<file path="config.mk">
export PLATFORM = sky130hd
export DESIGN_NAME = keyed_clipped_rect_blitter_flat
export DESIGN_NICKNAME = d
export VERILOG_FILES = /design/src/hw/rtl/kbl_pkg.sv /design/src/hw/rtl/kbl_ifs.sv /design/src/hw/rtl/kbl_cfg_regs.sv /design/src/hw/rtl/kbl_pos_stage.sv /design/src/hw/rtl/kbl_addr_stage.sv /design/src/hw/rtl/keyed_clipped_rect_blitter.sv /design/src/flat_wrapper.sv
export SDC_FILE = /design/constraint.sdc
export NUM_CORES = 1
export LEC_CHECK = 0
export ABC_CLOCK_PERIOD_IN_PS = 8900
export BUFFER_PORTS_ARGS = -buffer_cell sky130_fd_sc_hd__buf_2
export CAP_MARGIN = 20
export CORE_UTILIZATION = 55
export DETAILED_ROUTE_END_ITERATION = 10
export HOLD_SLACK_MARGIN = 0.15
export PLACE_DENSITY = 0.85
export SLEW_MARGIN = 0
export SYNTH_ARGS = -nofsm -noshare
export SYNTH_HDL_FRONTEND = slang
export SYNTH_SLANG_ARGS = --single-unit
</file>
<file path="constraint.sdc">
create_clock -name clk -period 8.9 [get_ports clk]
set_input_delay 1.335 -clock clk [delete_from_list [all_inputs] [get_ports clk]]
set_output_delay 1.335 -clock clk [all_outputs]
set_load 0.02 [all_outputs]
</file>
<file path="src/hw/rtl/kbl_pkg.sv">
// Shared types and constants for the keyed clipped rectangle blitter.
// No dependencies; used by every other file of the block.
`default_nettype none

package kbl_pkg;

  localparam int COORD_BITS   = 16;  // coordinate register width (8..16)
  localparam int CNT_BITS     = 16;  // column / row counter width
  localparam int TGT_BITS     = CNT_BITS + 2;  // signed target coordinate
  localparam int COLOR_BITS   = 32;
  localparam int ADDR_BITS    = 32;
  localparam int OP_BITS      = 2;
  localparam int CFG_IDX_BITS = 3;
  localparam int CFG_DATA_BITS = 32;

  typedef enum logic [OP_BITS-1:0] {
    OP_COPY    = 2'd0,
    OP_STENCIL = 2'd1,
    OP_FILL    = 2'd2
  } op_t;

  typedef enum logic [CFG_IDX_BITS-1:0] {
    REG_ORIGIN_X       = 3'd0,
    REG_ORIGIN_Y       = 3'd1,
    REG_RECT_WIDTH     = 3'd2,
    REG_RECT_HEIGHT    = 3'd3,
    REG_SURFACE_WIDTH  = 3'd4,
    REG_SURFACE_HEIGHT = 3'd5,
    REG_KEY_COLOR      = 3'd6,
    REG_FILL_COLOR     = 3'd7
  } cfg_reg_t;

  typedef struct packed {
    logic [COORD_BITS-1:0] origin_x;  // two's complement
    logic [COORD_BITS-1:0] origin_y;  // two's complement
    logic [COORD_BITS-1:0] rect_width;
    logic [COORD_BITS-1:0] rect_height;
    logic [COORD_BITS-1:0] surface_width;
    logic [COORD_BITS-1:0] surface_height;
    logic [COLOR_BITS-1:0] key_color;
    logic [COLOR_BITS-1:0] fill_color;
  } cfg_t;

  // Decided pixel, waiting for its address to be formed.
  typedef struct packed {
    logic                  wr;
    logic [CNT_BITS-1:0]   tx;
    logic [CNT_BITS-1:0]   ty;
    logic [COLOR_BITS-1:0] data;
    logic                  last;
  } pix_t;

endpackage

`default_nettype wire

</file>
<file path="src/hw/rtl/kbl_ifs.sv">
// Channel interfaces: pixel in, framebuffer write out, register write.
// Depends on kbl_pkg.
`default_nettype none

interface kbl_pix_if;
  logic                                valid;
  logic                                ready;
  logic [kbl_pkg::OP_BITS-1:0]         op;
  logic                                first;
  logic [kbl_pkg::COLOR_BITS-1:0]      pixel;
  modport source(output valid, op, first, pixel, input ready);
  modport sink(input valid, op, first, pixel, output ready);
endinterface

interface kbl_wr_if;
  logic                                valid;
  logic                                ready;
  logic                                write_enable;
  logic [kbl_pkg::ADDR_BITS-1:0]       write_address;
  logic [kbl_pkg::COLOR_BITS-1:0]      write_data;
  logic                                last;
  modport source(output valid, write_enable, write_address, write_data, last, input ready);
  modport sink(input valid, write_enable, write_address, write_data, last, output ready);
endinterface

interface kbl_cfg_if;
  logic                                valid;
  logic                                ready;
  logic [kbl_pkg::CFG_IDX_BITS-1:0]    index;
  logic [kbl_pkg::CFG_DATA_BITS-1:0]   data;
  modport source(output valid, index, data, input ready);
  modport sink(input valid, index, data, output ready);
endinterface

`default_nettype wire

</file>
<file path="src/hw/rtl/kbl_cfg_regs.sv">
// Configuration register file, written through the register channel.
// Depends on kbl_pkg and kbl_ifs.
`default_nettype none

module kbl_cfg_regs (
  input  wire logic    clk,
  input  wire logic    rst,
  kbl_cfg_if.sink      cfg,
  output kbl_pkg::cfg_t regs
);

  kbl_pkg::cfg_t regs_next;
  logic [kbl_pkg::COORD_BITS-1:0] coord;

  assign cfg.ready = 1'b1;
  assign coord = cfg.data[kbl_pkg::COORD_BITS-1:0];

  always_comb begin
    regs_next = regs;
    if (cfg.valid) begin
      unique case (kbl_pkg::cfg_reg_t'(cfg.index))
        kbl_pkg::REG_ORIGIN_X:       regs_next.origin_x = coord;
        kbl_pkg::REG_ORIGIN_Y:       regs_next.origin_y = coord;
        kbl_pkg::REG_RECT_WIDTH:     regs_next.rect_width = coord;
        kbl_pkg::REG_RECT_HEIGHT:    regs_next.rect_height = coord;
        kbl_pkg::REG_SURFACE_WIDTH:  regs_next.surface_width = coord;
        kbl_pkg::REG_SURFACE_HEIGHT: regs_next.surface_height = coord;
        kbl_pkg::REG_KEY_COLOR:      regs_next.key_color = cfg.data[kbl_pkg::COLOR_BITS-1:0];
        kbl_pkg::REG_FILL_COLOR:     regs_next.fill_color = cfg.data[kbl_pkg::COLOR_BITS-1:0];
      endcase
    end
  end

  always_ff @(posedge clk) begin
    if (rst) begin
      regs.origin_x       <= '0;
      regs.origin_y       <= '0;
      regs.rect_width     <= kbl_pkg::COORD_BITS'(1);
      regs.rect_height    <= kbl_pkg::COORD_BITS'(1);
      regs.surface_width  <= kbl_pkg::COORD_BITS'(1);
      regs.surface_height <= kbl_pkg::COORD_BITS'(1);
      regs.key_color      <= '0;
      regs.fill_color     <= '0;
    end else begin
      regs <= regs_next;
    end
  end

endmodule

`default_nettype wire

</file>
<file path="src/hw/rtl/kbl_pos_stage.sv">
// Raster position counters, clip test and color-key decision.
// Registers one decided pixel per accepted word. Depends on kbl_pkg.
`default_nettype none

module kbl_pos_stage (
  input  wire logic                           clk,
  input  wire logic                           rst,
  input  wire kbl_pkg::cfg_t                  regs,
  input  wire logic                           take,
  input  wire logic [kbl_pkg::OP_BITS-1:0]    op,
  input  wire logic                           first,
  input  wire logic [kbl_pkg::COLOR_BITS-1:0] pixel,
  input  wire logic                           adv,
  output kbl_pkg::pix_t                       pix,
  output logic                                pix_valid
);

  localparam int CB = kbl_pkg::CNT_BITS;
  localparam int TB = kbl_pkg::TGT_BITS;

  logic [CB-1:0] column_count, column_count_next;
  logic [CB-1:0] row_count, row_count_next;
  logic [CB-1:0] col, row;
  logic          col_end, row_end, hit, key_wr;
  logic [TB-1:0] tx, ty;
  logic [kbl_pkg::COLOR_BITS-1:0] data;
  kbl_pkg::pix_t pix_next;

  always_comb begin
    col = first ? '0 : column_count;
    row = first ? '0 : row_count;
    // a counter at or past its bound ends the row or column
    col_end = ({1'b0, col} + (CB+1)'(1)) >= (CB+1)'(regs.rect_width);
    row_end = ({1'b0, row} + (CB+1)'(1)) >= (CB+1)'(regs.rect_height);

    tx = TB'(signed'(regs.origin_x)) + TB'(col);
    ty = TB'(signed'(regs.origin_y)) + TB'(row);
    // negative targets have the top bit set and fail the unsigned compare
    hit = (tx < TB'(regs.surface_width)) && (ty < TB'(regs.surface_height));

    unique case (op)
      kbl_pkg::OP_COPY: begin
        key_wr = pixel != regs.key_color;
        data   = pixel;
      end
      kbl_pkg::OP_STENCIL: begin
        key_wr = pixel != regs.key_color;
        data   = regs.fill_color;
      end
      kbl_pkg::OP_FILL: begin
        key_wr = regs.fill_color != regs.key_color;
        data   = regs.fill_color;
      end
      default: begin
        key_wr = 1'b0;
        data   = '0;
      end
    endcase

    pix_next.wr   = key_wr && hit;
    pix_next.tx   = tx[CB-1:0];
    pix_next.ty   = ty[CB-1:0];
    pix_next.data = pix_next.wr ? data : '0;
    pix_next.last = col_end && row_end;

    if (col_end) begin
      column_count_next = '0;
      row_count_next    = row_end ? '0 : row + CB'(1);
    end else begin
      column_count_next = col + CB'(1);
      row_count_next    = row;
    end
  end

  always_ff @(posedge clk) begin
    if (rst) begin
      column_count <= '0;
      row_count    <= '0;
      pix_valid    <= 1'b0;
    end else begin
      if (take) begin
        column_count <= column_count_next;
        row_count    <= row_count_next;
        pix_valid    <= 1'b1;
      end else if (adv) begin
        pix_valid <= 1'b0;
      end
    end
  end

  always_ff @(posedge clk) begin
    if (take) begin
      pix <= pix_next;
    end
  end

endmodule

`default_nettype wire

</file>
<file path="src/hw/rtl/kbl_addr_stage.sv">
// Row-major address multiply-add and the output register.
// Depends on kbl_pkg and kbl_ifs.
`default_nettype none

module kbl_addr_stage (
  input  wire logic                           clk,
  input  wire logic                           rst,
  input  wire logic [kbl_pkg::COORD_BITS-1:0] surface_width,
  input  wire kbl_pkg::pix_t                  pix,
  input  wire logic                           pix_valid,
  output logic                                adv,
  kbl_wr_if.source                            dst
);

  localparam int AB = kbl_pkg::ADDR_BITS;
  localparam int PB = kbl_pkg::CNT_BITS + kbl_pkg::COORD_BITS;

  logic [PB-1:0] prod;
  logic [AB-1:0] addr;

  assign adv  = pix_valid && (!dst.valid || dst.ready);
  assign prod = PB'(pix.ty) * PB'(surface_width);
  assign addr = pix.wr ? (AB'(prod) + AB'(pix.tx)) : '0;

  always_ff @(posedge clk) begin
    if (rst) begin
      dst.valid <= 1'b0;
    end else if (adv) begin
      dst.valid <= 1'b1;
    end else if (dst.ready) begin
      dst.valid <= 1'b0;
    end
  end

  always_ff @(posedge clk) begin
    if (adv) begin
      dst.write_enable  <= pix.wr;
      dst.write_address <= addr;
      dst.write_data    <= pix.data;
      dst.last          <= pix.last;
    end
  end

endmodule

`default_nettype wire

</file>
<file path="src/hw/rtl/keyed_clipped_rect_blitter.sv">
// Color-keyed rectangle blitter with surface clipping, one pixel word per cycle while the write channel is not stalled.
// The decided pixel is registered in the position stage, then the write in the address stage's output register.
// Throughput: 1 word per cycle unless dst.ready stalls the output; the 16x16 address multiply has its own stage.
// Reset: counters to the top-left pixel, registers to their defaults, pipeline empty.
// The register port is always ready. Depends on kbl_pkg, kbl_ifs and the kbl_* stages.
`default_nettype none

module keyed_clipped_rect_blitter (
  input  wire logic clk,
  input  wire logic rst,
  kbl_pix_if.sink   src,
  kbl_wr_if.source  dst,
  kbl_cfg_if.sink   cfg
);

  kbl_pkg::cfg_t regs;
  kbl_pkg::pix_t pix;
  logic          pix_valid;
  logic          adv;
  logic          take;

  assign src.ready = !pix_valid || adv;
  assign take      = src.valid && src.ready;

  kbl_cfg_regs u_cfg (
    .clk  (clk),
    .rst  (rst),
    .cfg  (cfg),
    .regs (regs)
  );

  kbl_pos_stage u_pos (
    .clk       (clk),
    .rst       (rst),
    .regs      (regs),
    .take      (take),
    .op        (src.op),
    .first     (src.first),
    .pixel     (src.pixel),
    .adv       (adv),
    .pix       (pix),
    .pix_valid (pix_valid)
  );

  kbl_addr_stage u_addr (
    .clk           (clk),
    .rst           (rst),
    .surface_width (regs.surface_width),
    .pix           (pix),
    .pix_valid     (pix_valid),
    .adv           (adv),
    .dst           (dst)
  );

endmodule

`default_nettype wire
</file>
<file path="src/flat_wrapper.sv">
// flat-port wrapper written by rule: the top's interface ports become plain ports
module keyed_clipped_rect_blitter_flat 
  (clk, rst, src_valid, src_op, src_first, src_pixel, src_ready, dst_valid, dst_write_enable, dst_write_address, dst_write_data, dst_last, dst_ready, cfg_valid, cfg_index, cfg_data, cfg_ready);
  kbl_pix_if src_i ();
  kbl_wr_if dst_i ();
  kbl_cfg_if cfg_i ();
  input  wire logic clk;
  input  wire logic rst;
  input wire logic [$bits(src_i.valid)-1:0] src_valid;
  input wire logic [$bits(src_i.op)-1:0] src_op;
  input wire logic [$bits(src_i.first)-1:0] src_first;
  input wire logic [$bits(src_i.pixel)-1:0] src_pixel;
  output wire logic [$bits(src_i.ready)-1:0] src_ready;
  output wire logic [$bits(dst_i.valid)-1:0] dst_valid;
  output wire logic [$bits(dst_i.write_enable)-1:0] dst_write_enable;
  output wire logic [$bits(dst_i.write_address)-1:0] dst_write_address;
  output wire logic [$bits(dst_i.write_data)-1:0] dst_write_data;
  output wire logic [$bits(dst_i.last)-1:0] dst_last;
  input wire logic [$bits(dst_i.ready)-1:0] dst_ready;
  input wire logic [$bits(cfg_i.valid)-1:0] cfg_valid;
  input wire logic [$bits(cfg_i.index)-1:0] cfg_index;
  input wire logic [$bits(cfg_i.data)-1:0] cfg_data;
  output wire logic [$bits(cfg_i.ready)-1:0] cfg_ready;
  assign src_i.valid = src_valid;
  assign src_i.op = src_op;
  assign src_i.first = src_first;
  assign src_i.pixel = src_pixel;
  assign src_ready = src_i.ready;
  assign dst_valid = dst_i.valid;
  assign dst_write_enable = dst_i.write_enable;
  assign dst_write_address = dst_i.write_address;
  assign dst_write_data = dst_i.write_data;
  assign dst_last = dst_i.last;
  assign dst_i.ready = dst_ready;
  assign cfg_i.valid = cfg_valid;
  assign cfg_i.index = cfg_index;
  assign cfg_i.data = cfg_data;
  assign cfg_ready = cfg_i.ready;
  keyed_clipped_rect_blitter u_core (.clk(clk), .rst(rst), .src(src_i), .dst(dst_i), .cfg(cfg_i));
endmodule
</file>
==> results of run 1 <==
registers in the layout, summed over array words and instances, names as in the netlist:
signal	cells
u_core.u_pos.column_count	16
u_core.u_addr.dst.valid	1
u_core.u_pos.pix_valid	1
u_core.u_addr.dst.write_enable	1
u_core.u_cfg.regs	160
u_core.u_pos.row_count	16
u_core.u_pos.pix	66
u_core.u_addr.dst.last	1
u_core.u_addr.dst.write_data	32
u_core.u_addr.dst.write_address	32
path summary, 6_finish.rpt:
kind | slack [ps] | startpoint | end | depth (start not counted)
worst max-delay path | 1650 | u_core.u_pos.pix[39] | u_core.u_addr.dst.write_address[30] | 21
worst min-delay path | 420 | u_core.u_pos.pix[7] | u_core.u_addr.dst.write_data[6] | 0
worst max register to register | 1650 | u_core.u_pos.pix[39] | u_core.u_addr.dst.write_address[30] | 21
worst min register to register | 420 | u_core.u_pos.pix[7] | u_core.u_addr.dst.write_data[6] | 0
cells by family after synthesis:
logic type      Yosys count  share of synthesized area
buf+inv                 511                     0.0799
mux                      33                     0.0131
other cells               1                   0.000149
flops                   326                      0.312
fa+ha+maj               420                      0.272
xor+xnor                108                     0.0376
simple gates            929                      0.179
compound gates          433                      0.106
stage by stage:
stage | power [uW] | hold WS [ps] | setup slack [ps]
6_report | 3860 | 421 | 1650
3_3_place_gp | 2240 | 403 | 1990
3_5_place_dp | 2270 | 405 | 1750
5_1_grt | 4020 | 425 | 1460
4_1_cts | 3890 | 420 | 1750
2_1_floorplan | 2110 | 400 | 2550
power by group through the flow:
stage,combinational (uW),sequential (uW),clock [uW]
4_1_cts,573,1670,1640
3_3_place_gp,546,1700,0
5_1_grt,642,1680,1700
2_1_floorplan,414,1700,0
3_5_place_dp,569,1700,0
6_report,577,1670,1620
final cells by class:
cell class / instances / area [um2] / share of cell area
timing repair buffer: 156 / 838 / 0.0305
antenna: 1 / 2.50 / 0.0000912
sequential: 326 / 7850 / 0.286
clock inverter: 19 / 230 / 0.00839
inverter: 376 / 1410 / 0.0514
tap: 592 / 741 / 0.0270
clock buffer: 51 / 1080 / 0.0394
multi-input combinational: 1924 / 15300 / 0.557
cells in the mapped netlist (all sizes together) (34+ instances only):
master | instances | area share
nand2 | 518 | 0.077
inv | 375 | 0.056
a21oi | 232 | 0.046
fa | 212 | 0.17
ha | 208 | 0.10
dfxtp | 194 | 0.15
and2 | 140 | 0.035
edfxtp | 132 | 0.16
clkbuf | 120 | 0.019
xnor2 | 73 | 0.025
nor2 | 68 | 0.010
nor3 | 42 | 0.014
nor2b | 38 | 0.0095
a21o | 36 | 0.011
o21ai | 35 | 0.0070
xor2 | 35 | 0.012
a22oi | 34 | 0.010
cells in the final DEF, fill, tap and decap left out, types with 18 or more instances in the layout:
cell and instances:
xnor2_1 73, and2_1 140, dfxtp_1 194, nor2_1 66
ha_1 207, buf_2 141, xor2_1 35, a21o_1 36
nor2b_1 37, nand2_1 518, a21oi_1 231, a22oi_1 34
o21ai_0 33, nand3_1 31, nand2b_1 18, clkbuf_16 40
edfxtp_1 132, nor3_2 29, inv_1 375, mux2i_1 33
fa_1 212
worst max-delay path: stages, from the launching register on:
cell and delay (ps):
edfxtp_1 610, and2_1 290, fa_1 510, inv_1 60, fa_1 560, fa_1 450
fa_1 490, inv_1 50, fa_1 540, inv_1 60, fa_1 530, inv_1 50
ha_1 350, a211oi_1 300, nor2_1 100, a211oi_1 370, a21boi_0 330, o41ai_2 590
o221a_2 330, a31oi_1 110, xor2_1 160, and2_1 160
routing by layer:
metal	track usage	routed length, um	up-vias
li1	-	-	9073
met1	0.342	24500	9459
met2	0.467	30600	902
met3	0.0451	5440	208
met4	0.125	2870	0
met5	0	0	-
==> impl_metrics.yaml, run 1 <==
finish:
  fin_area_um2: 27400
  fillers: 3527
  drive_above_1_share: 0.0950
  syn2layout_area_growth_pct: 9.20
  finalNonFillerCells: 3445
  fin_util: 0.615
  finalNetCount: 3317
drt:
  wl_per_cell_um: 18.4
  vias_per_cell: 5.70
  postRouteAntennaNets: 0
  drt_first_iter_violations: 2035
  dr.pass1.iters: 5
  drc: 0
  wl_um: 63400
  num_vias: 19600
pwr:
  p_leak_uw: 0.0123
  internal-power_uw: 2760
  power_density_nw_per_um2: 141
  pwr-share-comb: 0.149
  switchingPower_uw: 1100
  swShare: 0.285
  ir_drop_uv: 172
  pwr-share-clk: 0.418
  power_frac_seq: 0.433
job:
  cap_violations: 0
timing:
  setup_viol: 0
  rsz0062_at_grt: "false"
  maxSlewHeadroom: 0.247
  tns_ps: 0
  maxClockFrequency_ghz: 0.138
  post-route-period-util: 0.815
  worst_pin_slew_ps: 1130
  fin_skew_ps: 23.2
  finalCriticalPeriod_ps: 7250
  timing.final.hold_violations: 0
  maxSlewViolCount: 0
placed_design:
  dp_hpwl_um: 46800
  numPlacedInstances: 3371
  portBuffers: 142
  gp_congestion: 0.953
  dpl_cell_area_um2: 26100
outcome:
  outcome: "finished, final reports clean"
grt:
  antenna_found_initial: 1
  grt_pass1_vias: 20100
  grt_pass1_wl_um: 102000
  grt_max_degree: 117
  grt-ovfl-total: 0
  grtUsageTotal: 0.275
critical_path:
  arrival_ps: 7570
  end_kind: "register"
  cp-start-kind: "register"
  worstSetupPathType: "reg2reg"
  critical_path_required_ps: 9210
  cp_max_fo: 16
die:
  ios: 144
  initial_core_util: 0.564
  fp.dieW_um: 216
  die_area_um2: 46600
  row_count: 77
  coreArea_um2: 44600
  die_y_um: 216
clock_tree:
  htree_levels: 2
  cts_hold_buf: 0
  cts_tree: "built"
  clk_latency_ps: 580
  clk_pin_slew_worst_paths_ps: 60
  cts_made_buffers: 38
  clockBufferDepth: 3
  cts_setup_buffers: 0
  cts_resized: 0
  cts_root_buffer: "clkbuf_16"
  cts_sinks: 326
min_path:
  holdCritPathClass: "reg2reg"
logic_synthesis:
  synth_area_um2: 25100
  synthCells: 2761
  synth_cell_type_count: 76
  synthArstFlopShare: 0
  ys_seq_elements: 326
  synth.avg_cell_area_um2: 9.10
  yosys_warnings: 0
  yosysSeqAreaShare: 0.312
  synth-edff-count: 132
  synth_ff_type: "dfxtp_1"
  synthesis.nets: 3256
No activity file was read; power rests on OpenSTA's default activity.
==> run 2: changes to the inputs <==
ABC_CLOCK_PERIOD_IN_PS = 6900   (was 8900)
clock period = 6.9 ns   (was 8.9 ns; I/O delays follow)
==> run 2 against run 1 <==
  * Final cell count is 1.1% higher
  * Core utilization increased by 0.69 points
  * Highest routed layer is now met5
  * Global-route usage hardly changed
  * Combinational power grew 36%
  * Maximum frequency increased by 9.0%
  * Critical path depth grew 2
  * Sequential share of layout area is 0.31 points lower
  * Largest power group unchanged
==> impl_metrics.yaml, run 2 (synthesis gave the netlist of run 1 again) <==
placed_design:
  portBuffers: 142
  gp_congestion: 0.926
  dp_hpwl_um: 47500
clock_tree:
  cts_root_buffer: "clkbuf_16"
  cts_sinks: 326
  cts_made_buffers: 38
  clockBufferDepth: 3
  cts_hold_buf: 0
  cts_tree: "built"
  clk_latency_ps: 580
  clk_pin_slew_worst_paths_ps: 60
  htree_levels: 2
drt:
  drc: 0
  met2WireLength_um: 30800
  wl_per_cell_um: 18.4
  postRouteAntennaNets: 0
  dr.pass1.iters: 7
  wl_met1_um: 25500
  drt_first_iter_violations: 1803
  vias_per_cell: 5.67
  met3_length_um: 5050
  wl_um: 64000
  top_layer: "met5"
  num_vias: 19700
critical_path:
  critPathMaxStageDelay_ps: 540
  end_kind: "register"
  r2r_end: "u_core.u_addr.dst.write_address[30]"
  arrival_ps: 6980
  critical_path_required_ps: 7220
  cp_num_buf_inv: 6
  crit_family: "adder cells"
  critPathMostFrequentCell: "fa_1"
  worst_r2r_path_depth: 23
  cp_max_fo: 10
  crit-reg2reg-launch: "u_core.u_pos.pix[40]"
  rrSetupSlack_ps: 250
  cp-start-kind: "register"
  cpMaxStageDelayCell: "fa_1"
  startpoint: "u_core.u_pos.pix[40]"
  worstSetupPathType: "reg2reg"
  worstPathCellList: "buf_4, and2_1, fa_1, inv_1, fa_1, fa_1, inv_1, fa_1, fa_1, inv_1, fa_1, inv_1, ha_1, nand2_1, nor2_1, nand3_1, a21boi_1, o41ai_2, buf_4, o221a_2, a31oi_1, xor2_1, and2_1"
pwr:
  pwr-share-clk: 0.419
  p_total_uw: 5040
  power_density_nw_per_um2: 181
  ir_drop_uv: 239
  switchingPower_uw: 1440
  swShare: 0.285
  power_frac_seq: 0.425
  p_leak_uw: 0.0125
  internal-power_uw: 3600
  pwr-share-comb: 0.156
die:
  fp.dieW_um: 216
  die_y_um: 216
  die_area_um2: 46600
  ios: 144
  coreArea_um2: 44600
  row_count: 77
  initial_core_util: 0.564
min_path:
  holdCritPathClass: "reg2reg"
  min_path_cells: 0
  hp-start: "u_core.u_pos.pix[29]"
  min_to: "u_core.u_addr.dst.write_data[28]"
grt:
  grt_pass1_wl_um: 102000
  grt_pass1_vias: 19700
  grtUsageTotal: 0.274
  grt-ovfl-total: 0
  grt_max_degree: 107
  antenna_found_initial: 4
finish:
  finalNetCount: 3353
  largest_reg_flops: 160
  syn2layout_area_growth_pct: 10.4
  most-common-layout-cells: "nand2_1, inv_1, a21oi_1, fa_1, ha_1"
  drive_above_1_share: 0.108
  seq_area_um2: 7850
  reg_top3: "u_core.u_cfg.regs: 160 flops, u_core.u_pos.pix: 66 flops"
  fillers: 3480
  fin_util: 0.622
  multi_input_area_um2: 15300
  largest_register: "u_core.u_cfg.regs"
  final_common_cell: "nand2_1"
timing:
  post-route-period-util: 0.964
  maxSlewViolCount: 0
  maxClockFrequency_ghz: 0.150
  finalCriticalPeriod_ps: 6650
  rsz0062_at_grt: "false"
  fin_skew_ps: 23.7
  timing.final.hold_violations: 0
  maxSlewHeadroom: 0.250
  holdWs_ps: 420
  worst_pin_slew_ps: 1130
  tns_ps: 0
  setup_viol: 0
outcome:
  outcome: "finished, final reports clean"
job:
  cap_violations: 0
[run 2: changes by cell type in the layout (fill, tap and decap cells not counted), moves of 2 or more]
cell	before	now
clkinv_2	5	7
diode_2	1	3
buf_4	14	49
clkbuf_1	7	5
inv_6	0	3
dfxtp_2	0	2
dfxtp_1	194	192
clkinvlp_4	3	1
[run 2: power groups by stage]
stage | clock, uW | sequential, uW | combinational, uW
global placement | 0 | 2180 | 729
CTS | 2140 | 2140 | 767
floorplan | 0 | 2190 | 535
global route | 2210 | 2150 | 865
finish | 2110 | 2140 | 787
detailed placement | 0 | 2180 | 761
[run 2: worst max-delay path by stage]
stage,to,slack (ps),cells past startpoint
after global placement,u_core.u_addr.dst.write_address[30],240,23
after detailed placement,u_core.u_addr.dst.write_address[30],110,23
after global routing,u_core.u_addr.dst.write_address[30],20,23
after floorplan,u_core.u_addr.dst.write_address[31],550,24
final,u_core.u_addr.dst.write_address[30],250,23
after CTS,u_core.u_addr.dst.write_address[30],110,23
[run 2: per-stage QoR]
| stage | worst slack, ps | cell area, um2 | instances |
|---|---|---|---|
| final | 247 | 27800 | 3483 |
| after global routing | 18.0 | 27800 | 3483 |
| after CTS | 108 | 27600 | 3470 |
| after detailed placement | 108 | 26300 | 3400 |
| after global placement | 242 | 26300 | 3399 |
| after floorplan | 553 | 25100 | 2761 |
[run 2: what timing repair did]
item | CTS | global route
setup buffers | 0 | 8
setup endpoints to repair | 0 | 3
resized for setup | 0 | 5
[run 2: worst reg2reg max path: cells and delay by family (launching register included)]
| kind | cells | cell delay (ps) |
|---|---|---|
| adder cells (fa/ha/maj) | 7 | 3450 |
| AO/OA/AOI/OAI | 4 | 1050 |
| AND/OR/NAND/NOR | 5 | 740 |
| buffers and inverters | 6 | 580 |
| flip-flops | 1 | 490 |
| XOR/XNOR | 1 | 90 |
[run 2: area by class of cell]
type	instances	area share
well taps	592	0.0267
repair buffers	192	0.0407
inverters	376	0.0508
diodes	3	0.000270
multi-input cells	1924	0.552
clock buffers	49	0.0383
clock inverters	21	0.00884
flip-flops and latches	326	0.283
[run 2: metal layers]
metal  GRT usage  vias to the layer above
met5           0                        -
met4       0.114                        2
met3      0.0419                      170
met2       0.463                      813
met1       0.351                     9598
li1            -                     9151
